## src/rtl/blp_pkg.sv

```systemverilog
// ----------------------------------------------------------------------------
// blp_pkg
// shared types and constants of the line rasterizer
// ----------------------------------------------------------------------------
`timescale 1ns / 1ps
`default_nettype none

package blp_pkg;

  localparam int COORD_BITS_DEF = 12;
  localparam int COLOR_BITS_DEF = 24;
  localparam int QUEUE_DEPTH    = 2;

  typedef enum logic {
    REQ_START = 1'b0,
    REQ_NEXT  = 1'b1
  } req_t;

endpackage

`default_nettype wire

```

## src/rtl/blp_front.sv

```systemverilog
// ----------------------------------------------------------------------------
// blp_front
// accepts requests, works out deltas, directions and major axis of a start
// ----------------------------------------------------------------------------
`timescale 1ns / 1ps
`default_nettype none

module blp_front #(
  parameter int COORD_BITS = blp_pkg::COORD_BITS_DEF,
  parameter int COLOR_BITS = blp_pkg::COLOR_BITS_DEF,
  parameter int ENTRY_BITS = 6 * COORD_BITS + COLOR_BITS + 4
) (
  input  wire logic                         in_valid,
  output logic                              in_ready,
  input  wire logic                         req_type,
  input  wire logic signed [COORD_BITS-1:0] start_x,
  input  wire logic signed [COORD_BITS-1:0] start_y,
  input  wire logic signed [COORD_BITS-1:0] end_x,
  input  wire logic signed [COORD_BITS-1:0] end_y,
  input  wire logic        [COLOR_BITS-1:0] line_color,
  output logic                              q_push,
  input  wire logic                         q_ready,
  output logic             [ENTRY_BITS-1:0] q_data
);

  typedef struct packed {
    blp_pkg::req_t           req_type;
    logic [COORD_BITS-1:0]   start_x;
    logic [COORD_BITS-1:0]   start_y;
    logic [COORD_BITS-1:0]   end_x;
    logic [COORD_BITS-1:0]   end_y;
    logic [COORD_BITS-1:0]   abs_dx;
    logic [COORD_BITS-1:0]   abs_dy;
    logic                    x_negative;
    logic                    y_negative;
    logic                    x_major;
    logic [COLOR_BITS-1:0]   color;
  } item_t;

  logic signed [COORD_BITS:0] dx;
  logic signed [COORD_BITS:0] dy;
  logic signed [COORD_BITS:0] mag_x;
  logic signed [COORD_BITS:0] mag_y;
  item_t                      item;

  assign dx = {end_x[COORD_BITS-1], end_x} - {start_x[COORD_BITS-1], start_x};
  assign dy = {end_y[COORD_BITS-1], end_y} - {start_y[COORD_BITS-1], start_y};
  assign mag_x = dx[COORD_BITS] ? -dx : dx;
  assign mag_y = dy[COORD_BITS] ? -dy : dy;

  always_comb begin
    item.req_type   = blp_pkg::req_t'(req_type);
    item.start_x    = start_x;
    item.start_y    = start_y;
    item.end_x      = end_x;
    item.end_y      = end_y;
    item.abs_dx     = mag_x[COORD_BITS-1:0];
    item.abs_dy     = mag_y[COORD_BITS-1:0];
    item.x_negative = dx[COORD_BITS];
    item.y_negative = dy[COORD_BITS];
    item.x_major    = mag_y[COORD_BITS-1:0] <= mag_x[COORD_BITS-1:0];
    item.color      = line_color;
  end

  assign in_ready = q_ready;
  assign q_push   = in_valid && q_ready;
  assign q_data   = item;

endmodule

`default_nettype wire

```

## src/rtl/blp_queue.sv

```systemverilog
// ----------------------------------------------------------------------------
// blp_queue
// small request queue between front and back
// ----------------------------------------------------------------------------
`timescale 1ns / 1ps
`default_nettype none

module blp_queue #(
  parameter int WIDTH = 8,
  parameter int DEPTH = blp_pkg::QUEUE_DEPTH
) (
  input  wire logic             clk,
  input  wire logic             rst,
  input  wire logic             push_valid,
  output logic                  push_ready,
  input  wire logic [WIDTH-1:0] push_data,
  output logic                  pop_valid,
  input  wire logic             pop_ready,
  output logic      [WIDTH-1:0] pop_data
);

  localparam int PTR_BITS = (DEPTH > 1) ? $clog2(DEPTH) : 1;
  localparam int CNT_BITS = $clog2(DEPTH + 1);
  localparam logic [PTR_BITS-1:0] PTR_LAST = PTR_BITS'(DEPTH - 1);
  localparam logic [CNT_BITS-1:0] CNT_FULL = CNT_BITS'(DEPTH);

  logic [WIDTH-1:0]    mem [DEPTH];
  logic [PTR_BITS-1:0] wr_ptr;
  logic [PTR_BITS-1:0] rd_ptr;
  logic [CNT_BITS-1:0] count;
  logic                do_push;
  logic                do_pop;

  assign push_ready = count != CNT_FULL;
  assign pop_valid  = count != '0;
  assign pop_data   = mem[rd_ptr];
  assign do_push    = push_valid && push_ready;
  assign do_pop     = pop_valid && pop_ready;

  always_ff @(posedge clk) begin
    if (do_push) begin
      mem[wr_ptr] <= push_data;
    end
  end

  always_ff @(posedge clk) begin
    if (rst) begin
      wr_ptr <= '0;
      rd_ptr <= '0;
      count  <= '0;
    end else begin
      if (do_push) begin
        wr_ptr <= (wr_ptr == PTR_LAST) ? '0 : wr_ptr + 1'b1;
      end
      if (do_pop) begin
        rd_ptr <= (rd_ptr == PTR_LAST) ? '0 : rd_ptr + 1'b1;
      end
      if (do_push && !do_pop) begin
        count <= count + 1'b1;
      end else if (do_pop && !do_push) begin
        count <= count - 1'b1;
      end
    end
  end

endmodule

`default_nettype wire

```

## src/rtl/blp_back.sv

```systemverilog
// ----------------------------------------------------------------------------
// blp_back
// line stepper: holds the line state; a next request while idle gives no pixel, else one pixel per request
// ----------------------------------------------------------------------------
`timescale 1ns / 1ps
`default_nettype none

module blp_back #(
  parameter int COORD_BITS = blp_pkg::COORD_BITS_DEF,
  parameter int COLOR_BITS = blp_pkg::COLOR_BITS_DEF,
  parameter int ENTRY_BITS = 6 * COORD_BITS + COLOR_BITS + 4
) (
  input  wire logic                         clk,
  input  wire logic                         rst,
  input  wire logic                         q_valid,
  output logic                              q_pop,
  input  wire logic        [ENTRY_BITS-1:0] q_data,
  output logic                              out_valid,
  input  wire logic                         out_ready,
  output logic signed      [COORD_BITS-1:0] pixel_x,
  output logic signed      [COORD_BITS-1:0] pixel_y,
  output logic             [COLOR_BITS-1:0] pixel_color,
  output logic                              last
);

  localparam int ERR_BITS = COORD_BITS + 3;
  localparam logic [COORD_BITS-1:0] STEP_UP   = COORD_BITS'(1);
  localparam logic [COORD_BITS-1:0] STEP_DOWN = '1;

  typedef struct packed {
    blp_pkg::req_t           req_type;
    logic [COORD_BITS-1:0]   start_x;
    logic [COORD_BITS-1:0]   start_y;
    logic [COORD_BITS-1:0]   end_x;
    logic [COORD_BITS-1:0]   end_y;
    logic [COORD_BITS-1:0]   abs_dx;
    logic [COORD_BITS-1:0]   abs_dy;
    logic                    x_negative;
    logic                    y_negative;
    logic                    x_major;
    logic [COLOR_BITS-1:0]   color;
  } item_t;

  item_t                      item;
  logic [COORD_BITS-1:0]      cur_x;
  logic [COORD_BITS-1:0]      cur_y;
  logic [COORD_BITS-1:0]      target_x;
  logic [COORD_BITS-1:0]      target_y;
  logic [COORD_BITS-1:0]      abs_dx;
  logic [COORD_BITS-1:0]      abs_dy;
  logic signed [ERR_BITS-1:0] err_acc;
  logic                       x_negative;
  logic                       y_negative;
  logic                       x_major;
  logic                       busy;
  logic [COLOR_BITS-1:0]      held_color;

  logic [COORD_BITS-1:0]      maj_d;
  logic [COORD_BITS-1:0]      min_d;
  logic signed [ERR_BITS-1:0] err_add;
  logic                       minor_step;
  logic signed [ERR_BITS-1:0] err_next;
  logic [COORD_BITS-1:0]      cur_x_next;
  logic [COORD_BITS-1:0]      cur_y_next;
  logic                       done;
  logic                       start_moves;

  assign item  = item_t'(q_data);
  assign q_pop = q_valid && (!out_valid || out_ready);

  // one bresenham step
  always_comb begin
    maj_d      = x_major ? abs_dx : abs_dy;
    min_d      = x_major ? abs_dy : abs_dx;
    err_add    = err_acc + $signed({2'b00, min_d, 1'b0});
    minor_step = err_add > $signed({3'b000, maj_d});
    err_next   = minor_step ? err_add - $signed({2'b00, maj_d, 1'b0}) : err_add;
    cur_x_next = cur_x;
    cur_y_next = cur_y;
    if (x_major || minor_step) begin
      cur_x_next = cur_x + (x_negative ? STEP_DOWN : STEP_UP);
    end
    if (!x_major || minor_step) begin
      cur_y_next = cur_y + (y_negative ? STEP_DOWN : STEP_UP);
    end
    done = x_major ? (cur_x_next == target_x) : (cur_y_next == target_y);
  end

  assign start_moves = (item.abs_dx != '0) || (item.abs_dy != '0);

  always_ff @(posedge clk) begin
    if (rst) begin
      busy      <= 1'b0;
      out_valid <= 1'b0;
    end else begin
      if (out_ready) begin
        out_valid <= 1'b0;
      end
      if (q_pop) begin
        case (item.req_type)
          blp_pkg::REQ_START: begin
            busy      <= start_moves;
            out_valid <= 1'b1;
          end
          blp_pkg::REQ_NEXT: begin
            if (busy) begin
              busy      <= !done;
              out_valid <= 1'b1;
            end
          end
          default: begin
            busy <= busy;
          end
        endcase
      end
    end
  end

  always_ff @(posedge clk) begin
    if (q_pop) begin
      case (item.req_type)
        blp_pkg::REQ_START: begin
          cur_x       <= item.start_x;
          cur_y       <= item.start_y;
          target_x    <= item.end_x;
          target_y    <= item.end_y;
          abs_dx      <= item.abs_dx;
          abs_dy      <= item.abs_dy;
          x_negative  <= item.x_negative;
          y_negative  <= item.y_negative;
          x_major     <= item.x_major;
          err_acc     <= '0;
          held_color  <= item.color;
          pixel_x     <= item.start_x;
          pixel_y     <= item.start_y;
          pixel_color <= item.color;
          last        <= !start_moves;
        end
        blp_pkg::REQ_NEXT: begin
          if (busy) begin
            cur_x       <= cur_x_next;
            cur_y       <= cur_y_next;
            err_acc     <= err_next;
            pixel_x     <= cur_x_next;
            pixel_y     <= cur_y_next;
            pixel_color <= held_color;
            last        <= done;
          end
        end
        default: begin
          cur_x <= cur_x;
        end
      endcase
    end
  end

endmodule

`default_nettype wire

```

## src/rtl/bresenham_line_pixels.sv

```systemverilog
// ----------------------------------------------------------------------------
// bresenham_line_pixels
// integer line rasterizer, one pixel per start request and per next-pixel request while a line is active
// a request is held in the request queue, then the stepper registers its pixel
// throughput: one request per cycle while the output is not stalled, set by the single-step error update
// a two-entry request queue separates the front from the stepper
// reset: queue emptied, output invalid, stepper idle
// ----------------------------------------------------------------------------
`timescale 1ns / 1ps
`default_nettype none

module bresenham_line_pixels #(
  parameter int COORD_BITS = blp_pkg::COORD_BITS_DEF,
  parameter int COLOR_BITS = blp_pkg::COLOR_BITS_DEF
) (
  input  wire logic                         clk,
  input  wire logic                         rst,
  input  wire logic                         in_valid,
  output logic                              in_ready,
  input  wire logic                         req_type,
  input  wire logic signed [COORD_BITS-1:0] start_x,
  input  wire logic signed [COORD_BITS-1:0] start_y,
  input  wire logic signed [COORD_BITS-1:0] end_x,
  input  wire logic signed [COORD_BITS-1:0] end_y,
  input  wire logic        [COLOR_BITS-1:0] line_color,
  output logic                              out_valid,
  input  wire logic                         out_ready,
  output logic signed      [COORD_BITS-1:0] pixel_x,
  output logic signed      [COORD_BITS-1:0] pixel_y,
  output logic             [COLOR_BITS-1:0] pixel_color,
  output logic                              last
);

  localparam int ENTRY_BITS = 6 * COORD_BITS + COLOR_BITS + 4;

  logic                  q_push;
  logic                  q_ready;
  logic [ENTRY_BITS-1:0] q_wdata;
  logic                  q_valid;
  logic                  q_pop;
  logic [ENTRY_BITS-1:0] q_rdata;

  blp_front #(
    .COORD_BITS (COORD_BITS),
    .COLOR_BITS (COLOR_BITS),
    .ENTRY_BITS (ENTRY_BITS)
  ) u_front (
    .in_valid   (in_valid),
    .in_ready   (in_ready),
    .req_type   (req_type),
    .start_x    (start_x),
    .start_y    (start_y),
    .end_x      (end_x),
    .end_y      (end_y),
    .line_color (line_color),
    .q_push     (q_push),
    .q_ready    (q_ready),
    .q_data     (q_wdata)
  );

  blp_queue #(
    .WIDTH (ENTRY_BITS),
    .DEPTH (blp_pkg::QUEUE_DEPTH)
  ) u_queue (
    .clk        (clk),
    .rst        (rst),
    .push_valid (q_push),
    .push_ready (q_ready),
    .push_data  (q_wdata),
    .pop_valid  (q_valid),
    .pop_ready  (q_pop),
    .pop_data   (q_rdata)
  );

  blp_back #(
    .COORD_BITS (COORD_BITS),
    .COLOR_BITS (COLOR_BITS),
    .ENTRY_BITS (ENTRY_BITS)
  ) u_back (
    .clk         (clk),
    .rst         (rst),
    .q_valid     (q_valid),
    .q_pop       (q_pop),
    .q_data      (q_rdata),
    .out_valid   (out_valid),
    .out_ready   (out_ready),
    .pixel_x     (pixel_x),
    .pixel_y     (pixel_y),
    .pixel_color (pixel_color),
    .last        (last)
  );

endmodule

`default_nettype wire

```

## config.mk

```make
export PLATFORM = sky130hd
export DESIGN_NAME = bresenham_line_pixels
export DESIGN_NICKNAME = d
export VERILOG_FILES = /design/src/rtl/blp_pkg.sv /design/src/rtl/blp_front.sv /design/src/rtl/blp_queue.sv /design/src/rtl/blp_back.sv /design/src/rtl/bresenham_line_pixels.sv
export SDC_FILE = /design/constraint.sdc
export NUM_CORES = 1
export LEC_CHECK = 0
export ABC_AREA = 1
export BUFFER_PORTS_ARGS = -buffer_cell sky130_fd_sc_hd__buf_4
export CAP_MARGIN = 25
export CORE_MARGIN = 3
export CORE_UTILIZATION = 35
export CTS_BUF_LIST = sky130_fd_sc_hd__clkbuf_4
export DETAILED_ROUTE_END_ITERATION = 7
export GPL_TIMING_DRIVEN = 0
export PLACE_DENSITY = 0.5
export SYNTH_ARGS = -nofsm -noshare
export SYNTH_HDL_FRONTEND = slang
export SYNTH_SLANG_ARGS = --single-unit
```

## constraint.sdc

```tcl
create_clock -name clk -period 7.52 [get_ports clk]
set_input_delay 1.128 -clock clk [delete_from_list [all_inputs] [get_ports clk]]
set_output_delay 1.128 -clock clk [all_outputs]
set_load 0.01 [all_outputs]
```

## Word-level counts from Yosys, hierarchy flattened

Memories as Yosys holds them, arrays and structs flattened. A register that Yosys moved wholly into a read port is not among the register bits.
Cells that the tools add are included.

- $add $sub $neg: 12
- Order comparisons: 2
- Eq/ne operators: 4
- Mux-type cells: 34
- Bitwise gates (word level): 1
- Reductions and logical operators: 22

Operators with widths:

| kind | count |
|---|---|
| 2-to-1 mux 12 bit | 10 |
| one-hot mux 12 bit (2 select lines) | 2 |
| one-hot mux 24 bit (2 select lines) | 1 |
| 2-to-1 mux 15 bit | 2 |
| one-hot mux 15 bit (2 select lines) | 1 |
| subtractor 12 x 12 -> 13 bit | 2 |
| adder 12 bit | 2 |
| == test 12 bit | 2 |
| 2-to-1 mux 24 bit | 1 |
| negation 12 bit | 2 |
| nonzero test 12 bit | 2 |
| adder 15 x 14 -> 15 bit | 1 |
| > comparator 15 x 13 -> 1 bit | 1 |
| subtractor 15 x 14 -> 15 bit | 1 |
| less-or-equal comparator 12 bit | 1 |
| 2-to-1 mux 1 bit | 12 |
| logical AND 1 bit | 6 |
| logical NOT 1 bit | 6 |
| one-hot mux 1 bit (2 select lines) | 3 |
| logical OR 1 bit | 4 |
| 2-to-1 mux 2 bit | 2 |
| inequality test 2 bit, second input constant | 2 |
| AND reduction 2 bit | 2 |
| nonzero test 2 bit | 2 |
| 4 further kinds | 5 |

- Register bits after elaboration: 145
- Memory bits (writable): 200
- Input bits: 77
- Output and inout port bits: 51
- Logic and storage cells: 94
- Memories kept: 1

Memories:

| memory | words | width | read ports | clocked after memory_dff | wr ports | line | source |
|---|---|---|---|---|---|---|---|
| u_queue.mem | 2 | 100 | 1 | 1 | 1 | blp_queue.sv:27 | `logic [WIDTH-1:0] mem [DEPTH];` |

## Depth between registers and ports, before layout

Gate-level depths: netlist of run 1.

- Depth after elaboration: 10
- Depth in mapped cells: 37
- Mapped depth without buffers: 34

## Cells and area by module

From an unflattened synthesis of run 1, not the netlist that was laid out.

- Cell total of the unflattened synthesis: 1863
- Area total of the unflattened synthesis: 19671.4 sq um

Modules (own cells, without submodules):

| module | times used | cells each | area an instance (sq um) | seq. area each (sq um) |
|---|---|---|---|---|
| blp_back | 1 | 972 | 8531.9 | 4184.0 |
| blp_queue | 1 | 348 | 7957.6 | 6105.9 |
| blp_front | 1 | 543 | 3181.8 | 0.0 |

## Worst setup path after synthesis of run 1

No wires, ideal clock.

- Path kind: in2reg
- Start: input port in_valid
- End: memory u_queue.mem[1][0] (netlist bit), enable pin
- Data arrival time: 5.402 ns
- Required time: 6.959 ns
- Setup slack: 1.558 ns
- Stages: 2
- Path buffers: 0
- Cells stage by stage: nand2_1 nor2_1

- Word-level cells in the longest chain between the ends: 4

RTL lines:

| item | line | source |
|---|---|---|
| from (decl) | bresenham_line_pixels.sv:18 | `input wire logic in_valid,` |
| logical AND 1 bit | blp_front.sv:66 | `assign q_push = in_valid && q_ready;` |
| logical AND 1 bit | blp_queue.sv:37 | `assign do_push = push_valid && push_ready;` |
| 2-to-1 mux 1 bit | blp_queue.sv:41 | `if (do_push) begin` |
| 2-to-1 mux 1 bit (implied by the code) | blp_queue.sv:42 | `mem[wr_ptr] <= push_data;` |
| to (decl) | blp_queue.sv:27 |  |

No other way between the ends.

## Worst setup path after layout of run 1

- Start: register u_back.x_major
- End: register u_back.busy

- Word-level cells in the longest chain between the ends: 10
- Elaborated cells between the ends (all ways): 15

RTL lines:

| item | line | source |
|---|---|---|
| from (decl) | blp_back.sv:54 | `logic x_major;` |
| from (signal assigned) | blp_back.sv:131 | `x_major <= item.x_major;` |
| 2-to-1 mux 12 bit | blp_back.sv:74 | `min_d = x_major ? abs_dy : abs_dx;` |
| adder 15 x 14 -> 15 bit | blp_back.sv:75 | `err_add = err_acc + $signed({2'b00, min_d, 1'b0});` |
| > comparator 15 x 13 -> 1 bit | blp_back.sv:76 | `minor_step = err_add > $signed({3'b000, maj_d});` |
| logical OR 1 bit (on tied branches) | blp_back.sv:83, blp_back.sv:80 |  |
| 2-to-1 mux 12 bit (on tied branches) | blp_back.sv:83, blp_back.sv:80 |  |
| == test 12 bit | blp_back.sv:86 | `done = x_major ? (cur_x_next == target_x) : (cur_y_next == target_y);` |
| 2-to-1 mux 1 bit * | blp_back.sv:86 |  |
| logical NOT 1 bit * | blp_back.sv:107 | `busy <= !done;` |
| 2-to-1 mux 1 bit * | blp_back.sv:106 | `if (busy) begin` |
| one-hot mux 1 bit (2 select lines) * | blp_back.sv:100 | `case (item.req_type)` |
| to (signal assigned) | blp_back.sv:102 | `busy <= start_moves;` |
| to (signal assigned) | blp_back.sv:107 |  |
| to (signal assigned) | blp_back.sv:112 | `busy <= busy;` |
| to (decl) | blp_back.sv:55 | `logic busy;` |

Every way passes the cells marked *; elsewhere a longest branch is shown, timed or not.
A chain may end at the register's enable or synchronous reset.

==> results of run 1 <==
-- metal layers --
layer / global-route usage [%] / up-vias / routed length, um
li1: - / 6507 / -
met1: 21.0 / 6106 / 19800
met2: 30.3 / 272 / 22800
met3: 3.00 / 92 / 1830
met4: 6.91 / 0 / 1440
met5: 0 / - / 0
-- cell type report --
class | count | area, um2
diodes | 1 | 2.50
plain buffers | 50 | 256
clock buffers | 153 | 1150
clock inverters | 19 | 131
fillers | 4880 | 28300
inverters | 154 | 583
multi-input cells | 1190 | 6630
flip-flops and latches | 345 | 10300
well taps | 664 | 831
repair buffers | 139 | 1240
-- cell usage in the layout (no fill, tap or decap), types with 29 or more instances in the layout --
| cell | count |
|---|---|
| o21ai_0 | 51 |
| clkbuf_4 | 153 |
| nand3b_1 | 29 |
| edfxtp_1 | 338 |
| buf_4 | 130 |
| inv_1 | 149 |
| ha_1 | 94 |
| xor2_1 | 56 |
| nor2_1 | 95 |
| clkbuf_1 | 35 |
| nand2_1 | 528 |
| nand3_1 | 64 |
| a31oi_1 | 51 |
| a21oi_1 | 108 |
-- stage by stage --
step,cells,util [%],instance area (um2),setup slack (ns),hold WS [ns]
global placement,2530,39.5,19500,-1.66,0.491
CTS,2714,42.7,21100,2.23,0.389
global route,2715,42.7,21100,1.81,0.412
floorplan,1739,-,17700,1.56,0.479
detailed placement,2542,40.1,19800,2.22,0.499
finish,2715,42.7,21100,2.27,0.493
-- flip-flops by register name, summed over array words and instances, names as in the netlist, 2 cells and up, named ones only --
name,count
u_back.held_color,24
u_queue.count,2
u_back.abs_dx,12
u_back.target_y,12
u_back.pixel_color,24
u_back.cur_x,12
u_back.cur_y,12
u_back.err_acc,14
u_back.target_x,12
u_queue.mem,200
u_back.abs_dy,12
-- synthesized netlist by cell type (2+ instances only) --
master      n
nand2_1   528
edfxtp_1  338
inv_1     150
a21oi_1   108
nor2_1     98
ha_1       94
nand3_1    64
xor2_1     56
a31oi_1    51
o21ai_0    51
clkbuf_1   35
nand3b_1   29
xnor2_1    22
nor3_1     11
nand3_2     9
o21bai_1    9
or2_2       8
dfxtp_1     7
a21o_1      6
fa_1        6
nor4_1      6
buf_1       5
nand4_1     5
nand2_2     4
o21a_1      4
buf_4       3
buf_6       3
clkinv_1    3
nand2_4     3
a211oi_1    2
buf_12      2
buf_2       2
nand3b_2    2
nor2_2      2
nor3b_1     2
o21ai_1     2
o22ai_1     2
-- worst min-delay path by stage --
stage                       start                   to  slack, ns  depth (start not counted)
2_1_floorplan    u_queue.count[0]     u_queue.count[0]       0.48                          2
3_3_place_gp       u_queue.wr_ptr       u_queue.wr_ptr       0.49                          2
3_5_place_dp   u_queue.mem[0][24]       u_back.x_major       0.50                          2
4_1_cts             line_color[6]    u_queue.mem[0][6]       0.39                          1
5_1_grt            line_color[13]   u_queue.mem[0][13]       0.41                          1
6_report       u_queue.mem[1][62]  u_back.target_y[11]       0.49                          2
-- critical path: cells and delay by family (launching register included) --
family | cells | cell delay (ns)
AO/OA/AOI/OAI | 4 | 0.60
XOR/XNOR | 1 | 0.29
adder cells (fa/ha/maj) | 2 | 0.64
buffers and inverters | 6 | 1.34
flip-flops | 1 | 0.34
AND/OR/NAND/NOR | 22 | 1.93
-- cell families after synthesis --
kind of cell             after synthesis  synth area share (%)
AND/OR/NAND/NOR                      771                  18.4
flip-flops                           345                  58.0
XOR/XNOR                              79                  3.94
adder cells (fa/ha/maj)              100                  7.31
buffers and inverters                204                  4.72
AO/OA/AOI/OAI                        240                  7.60
==> summary.txt, run 1 <==
Global routing
  • Total grt overflow: 0
  • Via count of the first global-routing pass: 13,083
  • Maximum number of pins on one net before global-route repair: 46
  • Initial antenna violation count: 1
  • Wire length of the first global-routing pass: 70,500 um
  • Global-route total usage across every layer: 17.2%

CTS
  • Number of buffers inserted by hold repair at cts: 0
  • Cts repair resizes: 0
  • Total clock buffers created by CTS: 95
  • CTS tree: done
  • Sink Count: 345
  • CTS Buffer Depth: 3
  • Clock Pin Slew Worst Setup and Hold Paths: 0.07 ns
  • Buffer count from post-CTS setup fixing: 0
  • Root cell of the clock tree: clkbuf_4
  • Count of H-tree levels built during CTS: 3
  • Insertion delay of the later-clocked pin in the worst-skew pair: 0.81 ns

Die
  • Floorplan core area: 0.0495 mm2
  • Number of top-level pins: 128
  • Placement row count: 81
  • Die ar.: 0.0534 mm2
  • Vertical die dimension: 231 um
  • Horiz. Die Dim: 231 um
  • Initial standard-cell utilization of the core: 35.9%

Logic synthesis
  • Async SR Flop Fraction: 0%
  • Netlist cell types: 44
  • Count of flip-flops with a built-in enable after synthesis: 338
  • Synthesis-stage register bit count: 345
  • Main synth FF type: edfxtp_1
  • Sequential share of the synthesized area: 58.0%
  • Number of nets in the synthesized netlist: 1,916
  • Total standard cell area after synthesis: 0.0177 mm2
  • Area leader, netlist: edfxtp_1
  • YS warnings: 0
  • Mean post-synth cell area: 10.2 um2
  • Share of Yosys cell area claimed by the top area cell type: 57.2%
  • Cells after synthesis: 1,739
  • Ranking of synthesized cells by area: edfxtp_1 (57%), nand2_1 (11%), ha_1 (6.6%)

STA
  • Final-report max-slew violation count: 0
  • Setup Skew: 0.0396 ns
  • Final-report setup violation count: 0
  • Hold violation count in the final report: 0
  • Achievable frequency: 0.190 GHz
  • Worst rel slew slack: 35.0%
  • RSZ-0062 raised after global routing: no
  • Measured slew at the worst slew-check pin: 0.964 ns
  • Accumulated negative setup slack: 0 ns
  • Period minus WS final: 5.25 ns
  • Fraction of the cycle the final worst path needs: 69.8%

Worst setup path
  • R2R Path Start: u_back.x_major
  • Worst r2r dst: u_back.busy
  • Critical-path cell with the highest stage delay: clkbuf_1
  • FF-to-FF path depth: 35
  • Setup slack of the worst register-to-register path: 2.27 ns
  • Critical path data arrival time: 5.97 ns
  • Highest fanout seen on the critical path: 10
  • Termination of the worst setup path: u_back.busy
  • Peak per-stage delay on the critical path: 0.43 ns
  • Required time reported for the critical path endpoint: 8.24 ns
  • Nature of the critical path endpoint: register
  • Critical Path Source: u_back.x_major
  • Critical Path Start Type: register
  • Critical path class: register to register
  • Most common cell type on the critical path: nand2_1

Routing
  • Antenna-violating nets left: 0
  • Routed WL per cell: 16.9 um
  • Total iterations of the first detailed-routing run: 5
  • Count of unresolved DRC violations after routing: 0
  • Overall routed net length: 45,900 um
  • Iteration-0 DRC Markers: 789
  • Vias: 12,977
  • Vias/cell: 4.78

Min path
  • Worst hold path class: register to register

Finish
  • Nets: 2,152
  • Area growth from synthesis to layout: 19.0%
  • Share of layout cells above drive strength 1: 16.9%

Flow run
  • Max-cap violations: 0

Placement
  • IO buf count: 127
  • Post-detailed-placement half-perimeter wirelength: 34,600 um
  • RePlAce Congestion: 0.829

Status
  • Status: finished, final reports clean
Power of run 1 is not shown: default switching activity piles up to over one toggle a cycle in this logic, so the estimate is an artifact.
==> run 2, diff against run 1 <==
==> constraint.sdc (replaced) <==
create_clock -name clk -period 5.15 [get_ports clk]
set_input_delay 0.7725 -clock clk [delete_from_list [all_inputs] [get_ports clk]]
set_output_delay 0.7725 -clock clk [all_outputs]
set_load 0.01 [all_outputs]
==> run 2 against run 1 <==
Compared with the run above:
- wire length is 2.0% lower
- register-to-register slack worse by 1.9 ns
- fmax is 8.8% higher
- die area stayed put
- global-route usage is 0.37 points lower
- non-clock buffer count is 2 lower
- clock skew is 0.0034 ns higher
- clock-buffer cell count is 14 lower
- setup slack worse by 1.9 ns
- cell count is 0.18% lower
- worst hold slack worse by 0.34 ns
==> summary.txt, run 2 (synthesis gave the netlist of run 1 again) <==
Status
  • Status: finished, final reports clean

STA
  • Fraction of the cycle the final worst path needs: 93.7%
  • Achievable frequency: 0.207 GHz
  • Period minus WS final: 4.82 ns
  • Setup Skew: 0.0430 ns
  • Final-report setup violation count: 0
  • Worst rel slew slack: 37.8%
  • Minimum setup slack in the final design: 0.325 ns
  • Hold violation count in the final report: 0
  • RSZ-0062 raised after global routing: no
  • Measured slew at the worst slew-check pin: 0.933 ns
  • Final-report max-slew violation count: 0

Placement
  • Area after detailed placement: 0.0197 mm2
  • IO buf count: 127
  • Pre-CTS WS: -0.158 ns
  • RePlAce Congestion: 0.840
  • Post-detailed-placement half-perimeter wirelength: 33,900 um

Worst setup path
  • Critical-path cell with the highest stage delay: edfxtp_1
  • Nature of the critical path endpoint: register
  • Most common cell type on the critical path: nand2_1
  • Critical path class: register to register
  • Highest fanout seen on the critical path: 10
  • Critical Path Start Type: register
  • Critical path data arrival time: 5.52 ns
  • Required time reported for the critical path endpoint: 5.84 ns
  • Peak per-stage delay on the critical path: 0.38 ns
  • Setup slack of the worst register-to-register path: 0.33 ns

Die
  • Placement row count: 81
  • Floorplan core area: 0.0495 mm2
  • Number of top-level pins: 128
  • Die ar.: 0.0534 mm2
  • Initial standard-cell utilization of the core: 35.9%
  • Horiz. Die Dim: 231 um
  • Vertical die dimension: 231 um

Finish
  • Commonest cells after routing, fill and taps aside: nand2_1 (527), edfxtp_1 (338), inv_1 (149)
  • Register with the most flip-flops: u_queue.mem
  • Regs by FF count: u_queue.mem: 200 flops, u_back.held_color: 24 flops, u_back.pixel_color: 24 flops
  • Nets: 2,148
  • Utilization after layout: 42.6%
  • Area growth from synthesis to layout: 18.8%
  • Max FFs per register: 200
  • Post-route cell area: 0.0211 mm2
  • Most frequent standard cell in the layout excluding fill and tap cells: nand2_1
  • Share of layout cells above drive strength 1: 17.2%

Routing
  • Routed WL per cell: 16.6 um
  • Total iterations of the first detailed-routing run: 6
  • Vias: 12,794
  • Count of unresolved DRC violations after routing: 0
  • Routed metal-1 wirelength: 19,700 um
  • Met3 layer wire length in the routed design: 1900 um
  • Iteration-0 DRC Markers: 776
  • DR WL met2: 22,100 um
  • Overall routed net length: 45,000 um
  • Vias/cell: 4.72
  • Antenna-violating nets left: 0
  • Highest metal layer with signal wires: met4

Global routing
  • Total grt overflow: 0
  • Via count of the first global-routing pass: 12,927
  • Initial antenna violation count: 2
  • Global-route total usage across every layer: 16.9%
  • Wire length of the first global-routing pass: 69,200 um
  • Maximum number of pins on one net before global-route repair: 35

CTS
  • Total clock buffers created by CTS: 93
  • CTS Buffer Depth: 3
  • Count of H-tree levels built during CTS: 3
  • Sink Count: 345
  • Insertion delay of the later-clocked pin in the worst-skew pair: 0.81 ns
  • Buffer count from post-CTS setup fixing: 0
  • Clock Pin Slew Worst Setup and Hold Paths: 0.07 ns
  • Root cell of the clock tree: clkbuf_4
  • CTS tree: done

Min path
  • Worst hold path class: primary input to register

Flow run
  • Max-cap violations: 0
[run 2: cell types whose count changed in the layout (fill, tap and decap cells not counted), sizes merged]
| cell | before | now |
|---|---|---|
| clkbuf | 188 | 174 |
| clkinv | 17 | 26 |
| buf | 154 | 152 |
| clkinvlp | 0 | 2 |
| inv | 154 | 152 |
| bufinv | 2 | 3 |
| diode | 1 | 2 |
[run 2: timing repair]
item | 4_1_cts | 5_1_grt
gates resized for setup | 6 | 22
pin swaps | 0 | 2
hold buffers | 0 | 0
endpoints found under the setup margin | 2 | 13
[run 2: path summary, 6_finish.rpt]
kind / startpoint / to / depth (start not counted)
setup reg to reg: u_back.x_major / u_back.busy / 32
hold reg to reg: u_queue.mem[0][74] / u_back.target_x[11] / 2
setup / recovery: u_back.x_major / u_back.busy / 32
hold / removal: line_color[1] / u_queue.mem[0][1] / 1
[run 2: per-layer routing]
| layer | vias up | global-route usage [%] |
|---|---|---|
| li1 | 6504 | - |
| met1 | 5943 | 20.6 |
| met2 | 259 | 29.4 |
| met3 | 88 | 3.47 |
| met4 | 0 | 6.28 |
| met5 | - | 0 |
[run 2: layout make-up]
| cell class | instances | area (um2) |
|---|---|---|
| fillers | 4812 | 28400 |
| plain buffers | 50 | 273 |
| multi-input cells | 1190 | 6670 |
| well taps | 664 | 831 |
| clock buffers | 139 | 1040 |
| diodes | 2 | 5.00 |
| repair buffers | 137 | 1160 |
| inverters | 154 | 583 |
| flip-flops and latches | 345 | 10300 |
| clock inverters | 29 | 214 |
[run 2: per-stage QoR]
stage	hold slack [ns]	instances	setup TNS (ns)
2_1_floorplan	0.479	1739	0
3_3_place_gp	0.492	2530	-318.86
3_5_place_dp	0.496	2540	-0.273
4_1_cts	0.0448	2708	0
5_1_grt	0.0364	2710	0
6_report	0.153	2710	0
[run 2: critical path, delay by kind of cell, from the launching register on]
family / cells / cell delay, ns
flip-flops: 1 / 0.38
AND/OR/NAND/NOR: 18 / 1.53
adder cells (fa/ha/maj): 2 / 0.64
buffers and inverters: 6 / 0.95
XOR/XNOR: 1 / 0.18
AO/OA/AOI/OAI: 5 / 1.00
Power of run 2 is left out for the same reason.
